File: src/sv/itrd_pkg.sv
// ----------------------------------------------------------------------------
// itrd_pkg
// Types, character codes and elaboration-time helpers for the radix digit
// converter.
// ----------------------------------------------------------------------------
`default_nettype none

package itrd_pkg;

   localparam int RADIX_W = 3;
   localparam int CHAR_W  = 7;

   // Conversion modes carried by the radix_code field.
   typedef enum logic [RADIX_W-1:0] {
      RADIX_BIN      = 3'd0,
      RADIX_OCT      = 3'd1,
      RADIX_DEC_SIGN = 3'd2,
      RADIX_HEX      = 3'd3,
      RADIX_DEC      = 3'd4
   } radix_type;

   // Sequencer states.
   typedef enum logic [2:0] {
      ST_IDLE,
      ST_SIGN,
      ST_SHIFT,
      ST_DIV,
      ST_PUT
   } state_type;

   localparam logic [CHAR_W-1:0] CHAR_ZERO  = 7'h30;
   localparam logic [CHAR_W-1:0] CHAR_MINUS = 7'h2D;
   localparam logic [CHAR_W-1:0] CHAR_A     = 7'h41;
   localparam logic [CHAR_W-1:0] DIGIT_TEN  = 7'd10;

   // Maps a digit value to its ASCII character, upper-case letters above nine.
   function automatic logic [CHAR_W-1:0] digit_to_char(input logic [3:0] d);
      logic [CHAR_W-1:0] ch;
      if (d < 4'd10) begin
         ch = CHAR_ZERO + {3'b000, d};
      end else begin
         ch = CHAR_A + {3'b000, d} - DIGIT_TEN;
      end
      return ch;
   endfunction

   // Number of decimal digits in the largest unsigned number of the given width.
   function automatic int dec_digits(input int width);
      logic [63:0] top;
      int          n;
      top = (width >= 64) ? {64{1'b1}} : ((64'd1 << width) - 64'd1);
      n   = 1;
      while (top >= 64'd10) begin
         top = top / 64'd10;
         n++;
      end
      return n;
   endfunction

   // Ten to the power k; evaluated only at elaboration.
   function automatic logic [63:0] pow10(input int k);
      logic [63:0] p;
      p = 64'd1;
      for (int i = 0; i < k; i++) begin
         p = p * 64'd10;
      end
      return p;
   endfunction

endpackage

`default_nettype wire

File: src/sv/itrd_if.sv
// ----------------------------------------------------------------------------
// itrd_if
// Valid/ready channels of the radix digit converter: the request channel that
// carries one value to convert and the response channel that carries one
// character.
// ----------------------------------------------------------------------------
`default_nettype none

interface itrd_req_if #(
   parameter int VALUE_WIDTH = 32
) ();
   logic                          valid;
   logic                          ready;
   logic [VALUE_WIDTH-1:0]        value;
   logic [itrd_pkg::RADIX_W-1:0]  radix_code;
   logic                          is_signed;

   modport source (output valid, output value, output radix_code, output is_signed,
                   input ready);
   modport sink   (input valid, input value, input radix_code, input is_signed,
                   output ready);
endinterface

interface itrd_rsp_if ();
   logic                         valid;
   logic                         ready;
   logic [itrd_pkg::CHAR_W-1:0]  digit_char;
   logic                         last;

   modport source (output valid, output digit_char, output last, input ready);
   modport sink   (input valid, input digit_char, input last, output ready);
endinterface

`default_nettype wire

File: src/sv/integer_to_radix_digits.sv
// ----------------------------------------------------------------------------
// integer_to_radix_digits
// Converts one binary value into fixed-width, zero-padded ASCII digits, most
// significant first, one character per response item.
// ----------------------------------------------------------------------------
// A request item carries a VALUE_WIDTH-bit value, a radix code and a signed
// flag; the block answers with a run of character items, the final one marked
// by last. Binary gives VALUE_WIDTH characters, octal and hex give as many as
// the width needs (11 and 8 at 32 bits, upper-case letters), and in these modes
// the raw bit pattern is printed. Decimal prints as many magnitude digits as
// the largest unsigned value has (10 at 32 bits); the signed-column mode puts
// '0' or '-' in front, and the plain decimal mode drops the sign. Radix codes
// five to seven are accepted and give no characters. The block converts one
// item at a time and holds req ready low until the last character is in the
// output register. Power-of-two radices leave a shift register at one
// character per cycle while the response is not stalled. Decimal digits
// come from one shared compare-and-subtract unit that makes four restoring
// steps per digit against a table of powers of ten. A stalled response
// holds the sequencer once it has a character to deliver, without losing
// anything.
// ----------------------------------------------------------------------------
`default_nettype none

module integer_to_radix_digits #(
   parameter int VALUE_WIDTH = 32
) (
   input  wire logic    clock,
   input  wire logic    reset,
   itrd_req_if.sink     req_ch,
   itrd_rsp_if.source   rsp_ch
);

   // Digit counts of each mode.
   localparam int DEC_N = itrd_pkg::dec_digits(VALUE_WIDTH);
   localparam int OCT_N = (VALUE_WIDTH + 2) / 3;
   localparam int HEX_N = (VALUE_WIDTH + 3) / 4;

   // The shift register has room for the widest padded pattern (hex or octal).
   localparam int SH_W      = VALUE_WIDTH + 3;
   localparam int BIN_ALIGN = SH_W - VALUE_WIDTH;
   localparam int OCT_ALIGN = SH_W - 3 * OCT_N;
   localparam int HEX_ALIGN = SH_W - 4 * HEX_N;

   localparam int CNT_W = $clog2(VALUE_WIDTH + 1);
   localparam int IDX_W = $clog2(DEC_N);
   localparam int TRY_W = VALUE_WIDTH + 4;

   // Sequencer and datapath registers.
   itrd_pkg::state_type              state_ff, state_in;
   itrd_pkg::radix_type              mode_ff, mode_in;
   logic [SH_W-1:0]                  shreg_ff, shreg_in;
   logic [VALUE_WIDTH-1:0]           rem_ff, rem_in;
   logic [CNT_W-1:0]                 cnt_ff, cnt_in;
   logic [1:0]                       step_ff, step_in;
   logic [3:0]                       quo_ff, quo_in;
   logic                             neg_ff, neg_in;

   // Output register; it decouples the sequencer from the response channel.
   logic                             out_valid_ff, out_valid_in;
   logic [itrd_pkg::CHAR_W-1:0]      out_char_ff, out_char_in;
   logic                             out_last_ff, out_last_in;

   // Powers of ten, one entry per decimal digit position.
   logic [VALUE_WIDTH-1:0]           pow_tab [DEC_N];

   for (genvar g = 0; g < DEC_N; g++) begin : g_pow
      assign pow_tab[g] = VALUE_WIDTH'(itrd_pkg::pow10(g));
   end

   logic                             req_accept;
   logic                             req_neg;
   logic [VALUE_WIDTH-1:0]           req_mag;
   logic [SH_W-1:0]                  req_ext;
   logic                             out_free;
   logic [CNT_W-1:0]                 cnt_dec;
   logic [VALUE_WIDTH-1:0]           pow_sel;
   logic [TRY_W-1:0]                 trial;
   logic [TRY_W-1:0]                 rem_ext;
   logic [TRY_W-1:0]                 diff;
   logic                             take;
   logic [3:0]                       quo_next;
   logic [3:0]                       shift_digit;
   logic                             is_final;

   assign req_ch.ready  = (state_ff == itrd_pkg::ST_IDLE);
   assign req_accept    = req_ch.valid && req_ch.ready;

   // Decimal modes print the magnitude; negation wraps correctly for the
   // most negative value, which reads back as an unsigned power of two.
   assign req_neg = req_ch.is_signed && req_ch.value[VALUE_WIDTH-1];
   assign req_mag = req_neg ? (~req_ch.value + VALUE_WIDTH'(1)) : req_ch.value;
   assign req_ext = {3'b000, req_ch.value};

   assign out_free = !out_valid_ff || rsp_ch.ready;
   assign cnt_dec  = cnt_ff - CNT_W'(1);
   assign is_final = (cnt_ff == CNT_W'(1));

   // Shared restoring step: compare the remainder with pow * 2^step.
   assign pow_sel  = pow_tab[cnt_dec[IDX_W-1:0]];
   assign trial    = {4'b0000, pow_sel} << step_ff;
   assign rem_ext  = {4'b0000, rem_ff};
   assign take     = (rem_ext >= trial);
   assign diff     = rem_ext - trial;
   assign quo_next = quo_ff | (take ? (4'b0001 << step_ff) : 4'b0000);

   // Leading digit of the shift register in the latched mode.
   always_comb begin
      priority if (mode_ff == itrd_pkg::RADIX_BIN) begin
         shift_digit = {3'b000, shreg_ff[SH_W-1]};
      end else if (mode_ff == itrd_pkg::RADIX_OCT) begin
         shift_digit = {1'b0, shreg_ff[SH_W-1 -: 3]};
      end else begin
         shift_digit = shreg_ff[SH_W-1 -: 4];
      end
   end

   always_comb begin
      state_in     = state_ff;
      mode_in      = mode_ff;
      shreg_in     = shreg_ff;
      rem_in       = rem_ff;
      cnt_in       = cnt_ff;
      step_in      = step_ff;
      quo_in       = quo_ff;
      neg_in       = neg_ff;
      out_valid_in = out_valid_ff && !rsp_ch.ready;
      out_char_in  = out_char_ff;
      out_last_in  = out_last_ff;

      unique case (state_ff)
         itrd_pkg::ST_IDLE: begin
            if (req_accept) begin
               mode_in = itrd_pkg::radix_type'(req_ch.radix_code);
               neg_in  = req_neg;
               rem_in  = req_mag;
               step_in = 2'd3;
               quo_in  = 4'b0000;
               unique case (req_ch.radix_code)
                  itrd_pkg::RADIX_BIN: begin
                     shreg_in = req_ext << BIN_ALIGN;
                     cnt_in   = CNT_W'(VALUE_WIDTH);
                     state_in = itrd_pkg::ST_SHIFT;
                  end
                  itrd_pkg::RADIX_OCT: begin
                     shreg_in = req_ext << OCT_ALIGN;
                     cnt_in   = CNT_W'(OCT_N);
                     state_in = itrd_pkg::ST_SHIFT;
                  end
                  itrd_pkg::RADIX_HEX: begin
                     shreg_in = req_ext << HEX_ALIGN;
                     cnt_in   = CNT_W'(HEX_N);
                     state_in = itrd_pkg::ST_SHIFT;
                  end
                  itrd_pkg::RADIX_DEC_SIGN: begin
                     cnt_in   = CNT_W'(DEC_N);
                     state_in = itrd_pkg::ST_SIGN;
                  end
                  itrd_pkg::RADIX_DEC: begin
                     cnt_in   = CNT_W'(DEC_N);
                     state_in = itrd_pkg::ST_DIV;
                  end
                  default: begin
                     state_in = itrd_pkg::ST_IDLE;
                  end
               endcase
            end
         end

         itrd_pkg::ST_SIGN: begin
            if (out_free) begin
               out_valid_in = 1'b1;
               out_char_in  = neg_ff ? itrd_pkg::CHAR_MINUS : itrd_pkg::CHAR_ZERO;
               out_last_in  = 1'b0;
               state_in     = itrd_pkg::ST_DIV;
            end
         end

         itrd_pkg::ST_SHIFT: begin
            if (out_free) begin
               out_valid_in = 1'b1;
               out_char_in  = itrd_pkg::digit_to_char(shift_digit);
               out_last_in  = is_final;
               cnt_in       = cnt_dec;
               priority if (mode_ff == itrd_pkg::RADIX_BIN) begin
                  shreg_in = shreg_ff << 1;
               end else if (mode_ff == itrd_pkg::RADIX_OCT) begin
                  shreg_in = shreg_ff << 3;
               end else begin
                  shreg_in = shreg_ff << 4;
               end
               if (is_final) begin
                  state_in = itrd_pkg::ST_IDLE;
               end
            end
         end

         itrd_pkg::ST_DIV: begin
            rem_in = take ? diff[VALUE_WIDTH-1:0] : rem_ff;
            quo_in = quo_next;
            if (step_ff != 2'd0) begin
               step_in = step_ff - 2'd1;
            end else if (out_free) begin
               // The last step of a digit goes straight to the output.
               out_valid_in = 1'b1;
               out_char_in  = itrd_pkg::digit_to_char(quo_next);
               out_last_in  = is_final;
               cnt_in       = cnt_dec;
               quo_in       = 4'b0000;
               step_in      = 2'd3;
               state_in     = is_final ? itrd_pkg::ST_IDLE : itrd_pkg::ST_DIV;
            end else begin
               state_in = itrd_pkg::ST_PUT;
            end
         end

         itrd_pkg::ST_PUT: begin
            if (out_free) begin
               out_valid_in = 1'b1;
               out_char_in  = itrd_pkg::digit_to_char(quo_ff);
               out_last_in  = is_final;
               cnt_in       = cnt_dec;
               quo_in       = 4'b0000;
               step_in      = 2'd3;
               state_in     = is_final ? itrd_pkg::ST_IDLE : itrd_pkg::ST_DIV;
            end
         end

         default: begin
            state_in = itrd_pkg::ST_IDLE;
         end
      endcase
   end

   always_ff @(posedge clock) begin
      if (reset) begin
         state_ff     <= itrd_pkg::ST_IDLE;
         out_valid_ff <= 1'b0;
         cnt_ff       <= '0;
         step_ff      <= 2'd3;
      end else begin
         state_ff     <= state_in;
         out_valid_ff <= out_valid_in;
         cnt_ff       <= cnt_in;
         step_ff      <= step_in;
      end
   end

   always_ff @(posedge clock) begin
      mode_ff     <= mode_in;
      shreg_ff    <= shreg_in;
      rem_ff      <= rem_in;
      quo_ff      <= quo_in;
      neg_ff      <= neg_in;
      out_char_ff <= out_char_in;
      out_last_ff <= out_last_in;
   end

   assign rsp_ch.valid      = out_valid_ff;
   assign rsp_ch.digit_char = out_char_ff;
   assign rsp_ch.last       = out_last_ff;

endmodule

`default_nettype wire

File: src/flat_wrapper.sv
// flat-port wrapper written by rule: the top's interface ports become plain ports
module integer_to_radix_digits_flat 
#(
   parameter int VALUE_WIDTH = 32
)
  (clock, reset, req_ch_valid, req_ch_value, req_ch_radix_code, req_ch_is_signed, req_ch_ready, rsp_ch_valid, rsp_ch_digit_char, rsp_ch_last, rsp_ch_ready);
  itrd_req_if #(.VALUE_WIDTH(VALUE_WIDTH)) req_ch_i ();
  itrd_rsp_if rsp_ch_i ();
  input  wire logic clock;
  input  wire logic reset;
  input wire logic [$bits(req_ch_i.valid)-1:0] req_ch_valid;
  input wire logic [$bits(req_ch_i.value)-1:0] req_ch_value;
  input wire logic [$bits(req_ch_i.radix_code)-1:0] req_ch_radix_code;
  input wire logic [$bits(req_ch_i.is_signed)-1:0] req_ch_is_signed;
  output wire logic [$bits(req_ch_i.ready)-1:0] req_ch_ready;
  output wire logic [$bits(rsp_ch_i.valid)-1:0] rsp_ch_valid;
  output wire logic [$bits(rsp_ch_i.digit_char)-1:0] rsp_ch_digit_char;
  output wire logic [$bits(rsp_ch_i.last)-1:0] rsp_ch_last;
  input wire logic [$bits(rsp_ch_i.ready)-1:0] rsp_ch_ready;
  assign req_ch_i.valid = req_ch_valid;
  assign req_ch_i.value = req_ch_value;
  assign req_ch_i.radix_code = req_ch_radix_code;
  assign req_ch_i.is_signed = req_ch_is_signed;
  assign req_ch_ready = req_ch_i.ready;
  assign rsp_ch_valid = rsp_ch_i.valid;
  assign rsp_ch_digit_char = rsp_ch_i.digit_char;
  assign rsp_ch_last = rsp_ch_i.last;
  assign rsp_ch_i.ready = rsp_ch_ready;
  integer_to_radix_digits #(.VALUE_WIDTH(VALUE_WIDTH)) u_core (.clock(clock), .reset(reset), .req_ch(req_ch_i), .rsp_ch(rsp_ch_i));
endmodule
File: config.mk
export PLATFORM = sky130hd
export DESIGN_NAME = integer_to_radix_digits_flat
export DESIGN_NICKNAME = d
export VERILOG_FILES = /design/src/sv/itrd_pkg.sv /design/src/sv/itrd_if.sv /design/src/sv/integer_to_radix_digits.sv /design/src/flat_wrapper.sv
export SDC_FILE = /design/constraint.sdc
export NUM_CORES = 1
export LEC_CHECK = 0
export BUFFER_PORTS_ARGS = -buffer_cell sky130_fd_sc_hd__buf_2
export CAP_MARGIN = 20
export CORE_UTILIZATION = 38
export CTS_CLUSTER_SIZE = 16
export DETAILED_ROUTE_END_ITERATION = 8
export PLACE_DENSITY = 0.64
export SKIP_LAST_GASP = 1
export SYNTH_ARGS = -nofsm -noshare
export SYNTH_HDL_FRONTEND = slang
export SYNTH_SLANG_ARGS = --single-unit
File: constraint.sdc
create_clock -name clock -period 5.4 [get_ports clock]
set_input_delay 0 -clock clock [delete_from_list [all_inputs] [get_ports clock]]
set_output_delay 0 -clock clock [all_outputs]
set_load 0.01 [all_outputs]
==> qor.yml, run 1 <==
synth-seq-cells: 93
busiest_layer: "met2"
ys_seq_area_share_pct: 31.1
cts_buffers: 9
status: "complete, but fails checks"
clock_latency_ns: 0.36
vias: 7851
grt_max_degree: 66
utilization_pct: 42.7
hold_path_end: "u_core.mode_ff[2]"
cts_setup_buffers: 0
hold_path_class: "in2reg"
cp-start-kind: "register"
crit_path_frequent_cell: "ha_1"
synthDominantCellAreaShare_pct: 28.3
layout_min_cycle_time_ns: 4.94
detail_route.wl_per_cell_um: 17.3
viasPerCell: 5.83
diodes: 0
synth_edf_count: 81
syn_avg_cell_area_um2: 8.24
drc: 3
start_util_pct: 39.1
yosys_warnings: 0
syn_inst: 1044
rr_worst_depth: 19
hold_ws_ns: 0.0207
violations: "design-rule violations"
cts.root.buffer_cell: "clkbuf_16"
whs_path_depth: 1
cp_slowest_cell: "o41ai_1"
leakage_nw: 3.68
synth_cell_types: 74
core_mm2: 0.0220
multi_input_area_mm2: 0.00559
cp_max_fo: 8
drt-initial-drc-count: 577
fmax_mhz: 203
rows: 54
die_width_um: 152
worst_slew_pin_slew_ns: 1.02
r2r-start: "u_core.cnt_ff[1]"
setup_violations: 0
cts_buffer_depth: 2
worstPathRequired_ns: 5.51
clock-sinks: 93
synthArstFlopShare_pct: 0
vdd_drop_max_mv: 0.180
layout_common_cells: "126 x nand2_1, 109 x o21ai_0, 93 x a21oi_1"
hold_violations: 0
area_delta_synth_final_pct: 9.29
h-tree-depth: 3
crit_family: "compound AO/OA/AOI/OAI gates"
ant_nets: 0
cts_tree: "done"
synth_area_leaders: "edfxtp_1 28%, mux2i_1 8.3%, o21ai_0 6.3%"
antenna_found_initial: 0
synth_nets: 1128
crit_arrival_ns: 5.04
critPathKind: "reg2reg"
path_cells: "inv_1 -> ha_1 -> xnor2_1 -> nand2_1 -> o21ai_0 -> o21ai_0 -> nand2_1 -> nor2_1 -> a31oi_1 -> ha_1 -> a21o_1 -> nor2b_1 -> o41a_1 -> o41ai_1 -> a31oi_2 -> a21oi_1 -> ha_1 -> nand2b_1 -> a221o_1"
met2_usage_pct: 31.8
synth_area_mm2: 0.00860
grt_use_total_pct: 19.9
crit_buf_inv: 1
min_from: "req_ch_radix_code[2]"
regArea_mm2: 0.00267
end_kind: "register"
r2r_end: "u_core.rsp_ch.digit_char[1]"
portBuffers: 49
fillers: 2209
path_clk_slew_ns: 0.07
p_per_area_mw_per_mm2: 382
ios: 50
max_stage_delay_ns: 0.54
layout_commonest_cell: "nand2_1"
slew_headroom_pct: 31.6
dr.pass1.iters: 9
dp_hpwl_um: 17000
grt_pass1_wl_um: 37500
overflow: 0
die_h_um: 152
drt_wl_total_um: 23300
rsz0062_at_grt: "false"
yosysTopAreaCell: "edfxtp_1"
maxCapViolCount: 0
layout-drive-gt1-share_pct: 9.28
nNetsFinal: 1146
use_met3_pct: 3.04
grt_use_met1_pct: 27.1
fin_crit_sh_pct: 91.4
tns_ns: 0
grt_pass1_vias: 7261
worst_clock_skew_ns: 0.0108
place_congestion: 0.914
r2r_setup_slack_ns: 0.46
synth_top_flop_cell: "edfxtp_1"
die_area_mm2: 0.0232
slew_viol_final: 0
[sequential cells by signal, indices dropped and copies added (netlist names), 2 cells and up]
register	count
u_core.cnt_ff	6
u_core.mode_ff	3
u_core.quo_ff	4
u_core.rem_ff	32
u_core.rsp_ch.digit_char	7
u_core.shreg_ff	33
u_core.state_ff	3
u_core.step_ff	2
[per-stage QoR]
step / area, um2 / cells / total power [W] / setup slack, ns
floorplan: 8600 / 1044 / 0.00246 / 0.581
global placement: 9070 / 1328 / 0.00290 / 0.657
detailed placement: 9070 / 1328 / 0.00290 / 0.517
CTS: 9400 / 1347 / 0.00357 / 0.473
global route: 9400 / 1347 / 0.00385 / 0.0527
finish: 9400 / 1347 / 0.00359 / 0.465
[Yosys cell counts (7+ instances only)]
| cell | number |
|---|---|
| clkbuf_1 | 45 |
| xnor2_1 | 30 |
| o31ai_1 | 17 |
| nand2_1 | 126 |
| edfxtp_1 | 81 |
| a211oi_1 | 9 |
| and3_1 | 11 |
| o21ai_0 | 109 |
| o211ai_1 | 37 |
| nor2_1 | 85 |
| nand2b_1 | 12 |
| nand3_1 | 19 |
| a31oi_1 | 7 |
| nor3_1 | 23 |
| or3_1 | 10 |
| xor2_1 | 23 |
| buf_1 | 10 |
| a21o_1 | 19 |
| inv_1 | 27 |
| o21a_1 | 9 |
| mux2i_1 | 71 |
| dfxtp_1 | 12 |
| a21oi_1 | 93 |
| nor2b_1 | 12 |
| ha_1 | 43 |
[worst max path at each step]
stage                                start                           to  slack, ns  depth (start not counted)
after global routing      u_core.cnt_ff[1]  u_core.rsp_ch.digit_char[1]       0.05                         18
after floorplan           u_core.cnt_ff[0]             u_core.rem_ff[0]       0.58                         15
final                     u_core.cnt_ff[1]  u_core.rsp_ch.digit_char[1]       0.46                         19
after global placement    u_core.cnt_ff[0]  u_core.rsp_ch.digit_char[1]       0.66                         18
after CTS                 u_core.cnt_ff[1]  u_core.rsp_ch.digit_char[1]       0.47                         17
after detailed placement  u_core.cnt_ff[1]  u_core.rsp_ch.digit_char[1]       0.52                         17
[where the power goes]
group          total [W]  leakage (nW)  internal [W]  switching, W
clock network   0.000662         0.144      0.000361      0.000300
logic            0.00189          2.67      0.000715       0.00117
registers        0.00104         0.871      0.000952     0.0000930
[routing by layer]
layer | routed length (um) | part of all wire, %
met1 | 11100 | 48
met4 | 694 | 3.0
met2 | 10400 | 45
met3 | 1100 | 4.7
met5 | 0 | 0
[worst register-to-register path: stages (launching register included)]
cell      delay, ns
dfxtp_1        0.48
inv_1          0.15
ha_1           0.26
xnor2_1        0.45
nand2_1        0.17
o21ai_0        0.10
o21ai_0        0.09
nand2_1        0.09
nor2_1         0.05
a31oi_1        0.17
ha_1           0.30
a21o_1         0.18
nor2b_1        0.13
o41a_1         0.39
o41ai_1        0.54
a31oi_2        0.26
a21oi_1        0.32
ha_1           0.17
nand2b_1       0.05
a221o_1        0.32
[what timing repair did]
item                       CTS  global route
setup endpoints to repair    0             1
resized for setup            0             1
hold endpoints to repair    11             0
hold buffers                 3             0
[area by class of cell]
class	instances	area share [%]
Multi-Input combinational cell	864	59.5
Sequential cell	93	28.4
Timing Repair Buffer	67	4.12
Tap cell	280	3.73
Clock buffer	9	2.39
Inverter	27	1.08
Clock inverter	7	0.772
[logic make-up after synthesis]
logic type / count (synthesis) / share of synthesized area, %
AO/OA/AOI/OAI: 354 / 25.9
XOR/XNOR: 53 / 5.39
flip-flops: 93 / 31.1
adder cells (fa/ha/maj): 44 / 6.49
AND/OR/NAND/NOR: 339 / 18.4
buffers and inverters: 87 / 4.17
multiplexers: 74 / 8.65
Note: power is estimated with default switching activity, not from simulation.
==> inputs of run 2 (changes only) <==
--- a/config.mk
+++ b/config.mk
@@ -7,10 +7,12 @@
 export LEC_CHECK = 0
 export BUFFER_PORTS_ARGS = -buffer_cell sky130_fd_sc_hd__buf_2
 export CAP_MARGIN = 20
+export CELL_PAD_IN_SITES_DETAIL_PLACEMENT = 1
+export CELL_PAD_IN_SITES_GLOBAL_PLACEMENT = 1
 export CORE_UTILIZATION = 38
 export CTS_CLUSTER_SIZE = 16
 export DETAILED_ROUTE_END_ITERATION = 8
-export PLACE_DENSITY = 0.64
+export PLACE_DENSITY = 0.78
 export SKIP_LAST_GASP = 1
 export SYNTH_ARGS = -nofsm -noshare
 export SYNTH_HDL_FRONTEND = slang
==> qor.yml, run 2 (synthesized netlist as in run 1, its figures left out) <==
core_mm2: 0.0220  # unchanged
antenna_found_initial: 0  # unchanged
cp_max_fo: 17  # +9
path_clk_slew_ns: 0.07  # about the same
place_congestion: 0.873  # -4.5%
fin_crit_sh_pct: 94.7  # +3.3 points
switching_power_w: 0.00165  # +5.3%
cts_setup_buffers: 0  # unchanged
ant_nets: 0  # unchanged
worstPathRequired_ns: 5.51  # about the same
slew_viol_final: 0  # unchanged
grt_use_total_pct: 23.4  # +3.5 points
p_per_area_mw_per_mm2: 386  # +1.0%
layout-drive-gt1-share_pct: 9.72  # +0.44 points
grt_max_degree: 68  # +3.0%
diodes: 0  # unchanged
cp-start-kind: "register"
clock_latency_ns: 0.36  # about the same
crit_arrival_ns: 5.22  # +0.18 ns
largest_register_ffs: 33  # unchanged
maxCapViolCount: 0  # unchanged
area_delta_synth_final_pct: 9.67
slew_headroom_pct: 34.5  # +3.0 points
start_util_pct: 39.1  # unchanged
overflow: 0  # unchanged
drt-initial-drc-count: 588  # +1.9%
clock_power_share_pct: 17.4  # -1.0 points
cts_buffers: 9  # unchanged
cts.root.buffer_cell: "clkbuf_16"
h-tree-depth: 3  # unchanged
largest_register: "u_core.shreg_ff"
viasPerCell: 5.96  # +2.3%
grt_pass1_vias: 8209  # +13%
dp_hpwl_um: 20000  # +18%
portBuffers: 49  # unchanged
cp_slowest_cell: "ha_1"
switching_share_pct: 45.3  # +1.7 points
layout_commonest_cell: "nand2_1"
intPower_w: 0.00199  # -1.7%
hold_path_class: "in2reg"
ios: 50  # unchanged
r2r_setup_slack_ns: 0.29  # -0.18 ns
setup_violations: 0  # unchanged
nNetsFinal: 1149  # +0.26%
rsz0062_at_grt: "false"
crit_family: "compound AO/OA/AOI/OAI gates"
instances_no_fill: 1350  # +0.22%
power.share.sequential_pct: 28.8  # -0.3 points
comb_power_share_pct: 53.8  # +1.3 points
vdd_drop_max_mv: 0.178  # -0.98%
grt_pass1_wl_um: 43800  # +17%
cts_tree: "done"
critPathKind: "reg2reg"
die_width_um: 152  # unchanged
layout_min_cycle_time_ns: 5.11  # +0.179 ns
max_stage_delay_ns: 0.46  # -0.08 ns
layout_common_cells: "126 x nand2_1, 109 x o21ai_0, 93 x a21oi_1"
end_kind: "register"
violations: "design-rule violations"
utilization_pct: 42.8  # +0.15 points
vias: 8052  # +2.6%
die_h_um: 152  # unchanged
worst_clock_skew_ns: 0.0103  # -0.000516 ns
fmax_mhz: 196  # -3.5%
dr.pass1.iters: 9  # unchanged
drc: 1  # -2
crit_buf_inv: 1  # unchanged
cts_buffer_depth: 2  # unchanged
clock-sinks: 93  # unchanged
hold_violations: 0  # unchanged
path_cells: "buf_4 -> nor3_1 -> xor2_1 -> nor2_1 -> a21oi_1 -> o21ai_0 -> o21ai_0 -> ha_1 -> and3_1 -> nand3_1 -> nor4_1 -> o41ai_2 -> a31oi_2 -> a21oi_1 -> ha_1 -> nand2b_1 -> a221o_1"
tns_ns: 0  # unchanged
drt_wl_total_um: 26900  # +15%
status: "complete, but fails checks"
rows: 54  # unchanged
placedCellCount: 1330  # +0.15%
detail_route.wl_per_cell_um: 19.9  # +15%
die_area_mm2: 0.0232  # unchanged
leakage_nw: 3.71  # +0.60%
worst_slew_pin_slew_ns: 0.974  # -0.0443 ns
-- run 2: power groups by stage --
stage | Clock, W | Sequential, W | Combinational [W]
6_report | 0.000634 | 0.00105 | 0.00196
5_1_grt | 0.000670 | 0.00106 | 0.00216
4_1_cts | 0.000645 | 0.00104 | 0.00193
3_5_place_dp | 0 | 0.00106 | 0.00191
3_3_place_gp | 0 | 0.00105 | 0.00187
2_1_floorplan | 0 | 0.00102 | 0.00143
-- run 2: per-layer routing --
metal | vias to the layer above | track usage (%) | wire [um]
met4 | 0 | 6.69 | 444
met3 | 25 | 3.10 | 659
li1 | 3926 | - | -
met2 | 126 | 41.0 | 13300
met5 | - | 0 | 0
met1 | 3975 | 30.1 | 12500
-- run 2: final timing paths --
path,from,end,cells past startpoint
worst max-delay path,u_core.cnt_ff[0],u_core.rsp_ch.digit_char[1],17
worst min-delay path,req_ch_value[31],u_core.shreg_ff[34],3
worst min register to register,u_core.cnt_ff[4],u_core.cnt_ff[4],2
worst max register to register,u_core.cnt_ff[0],u_core.rsp_ch.digit_char[1],17
-- run 2: metrics by stage --
stage	hold slack (ns)	setup WS (ns)	power, W	area (um2)
CTS	0.00378	0.0885	0.00362	9400
floorplan	0.0787	0.581	0.00246	8600
detailed placement	0.311	0.127	0.00297	9090
finish	0.0239	0.285	0.00364	9440
global route	0.0543	0.00867	0.00389	9440
global placement	0.312	0.279	0.00292	9090
-- run 2: area by class of cell --
cell class	count	area, um2
timing repair buffer	70	413
multi-input combinational	864	5620
clock buffer	10	229
tap	280	350
sequential	93	2670
clock inverter	6	46.3
inverter	27	101
fill	2675	12600
-- run 2: worst register-to-register path, stage by stage, from the launching register on --
cell      delay (ns)
dfxtp_1         0.32
buf_4           0.19
nor3_1          0.45
xor2_1          0.21
nor2_1          0.36
a21oi_1         0.15
o21ai_0         0.30
o21ai_0         0.18
ha_1            0.46
and3_1          0.20
nand3_1         0.09
nor4_1          0.40
o41ai_2         0.24
a31oi_2         0.40
a21oi_1         0.20
ha_1            0.32
nand2b_1        0.05
a221o_1         0.32
-- run 2: what timing repair did --
item | 4_1_cts | 5_1_grt
endpoints found under the setup margin | 0 | 38
gates resized for setup | 0 | 5
hold buffers | 3 | 1
hold endpoints to repair | 10 | 1
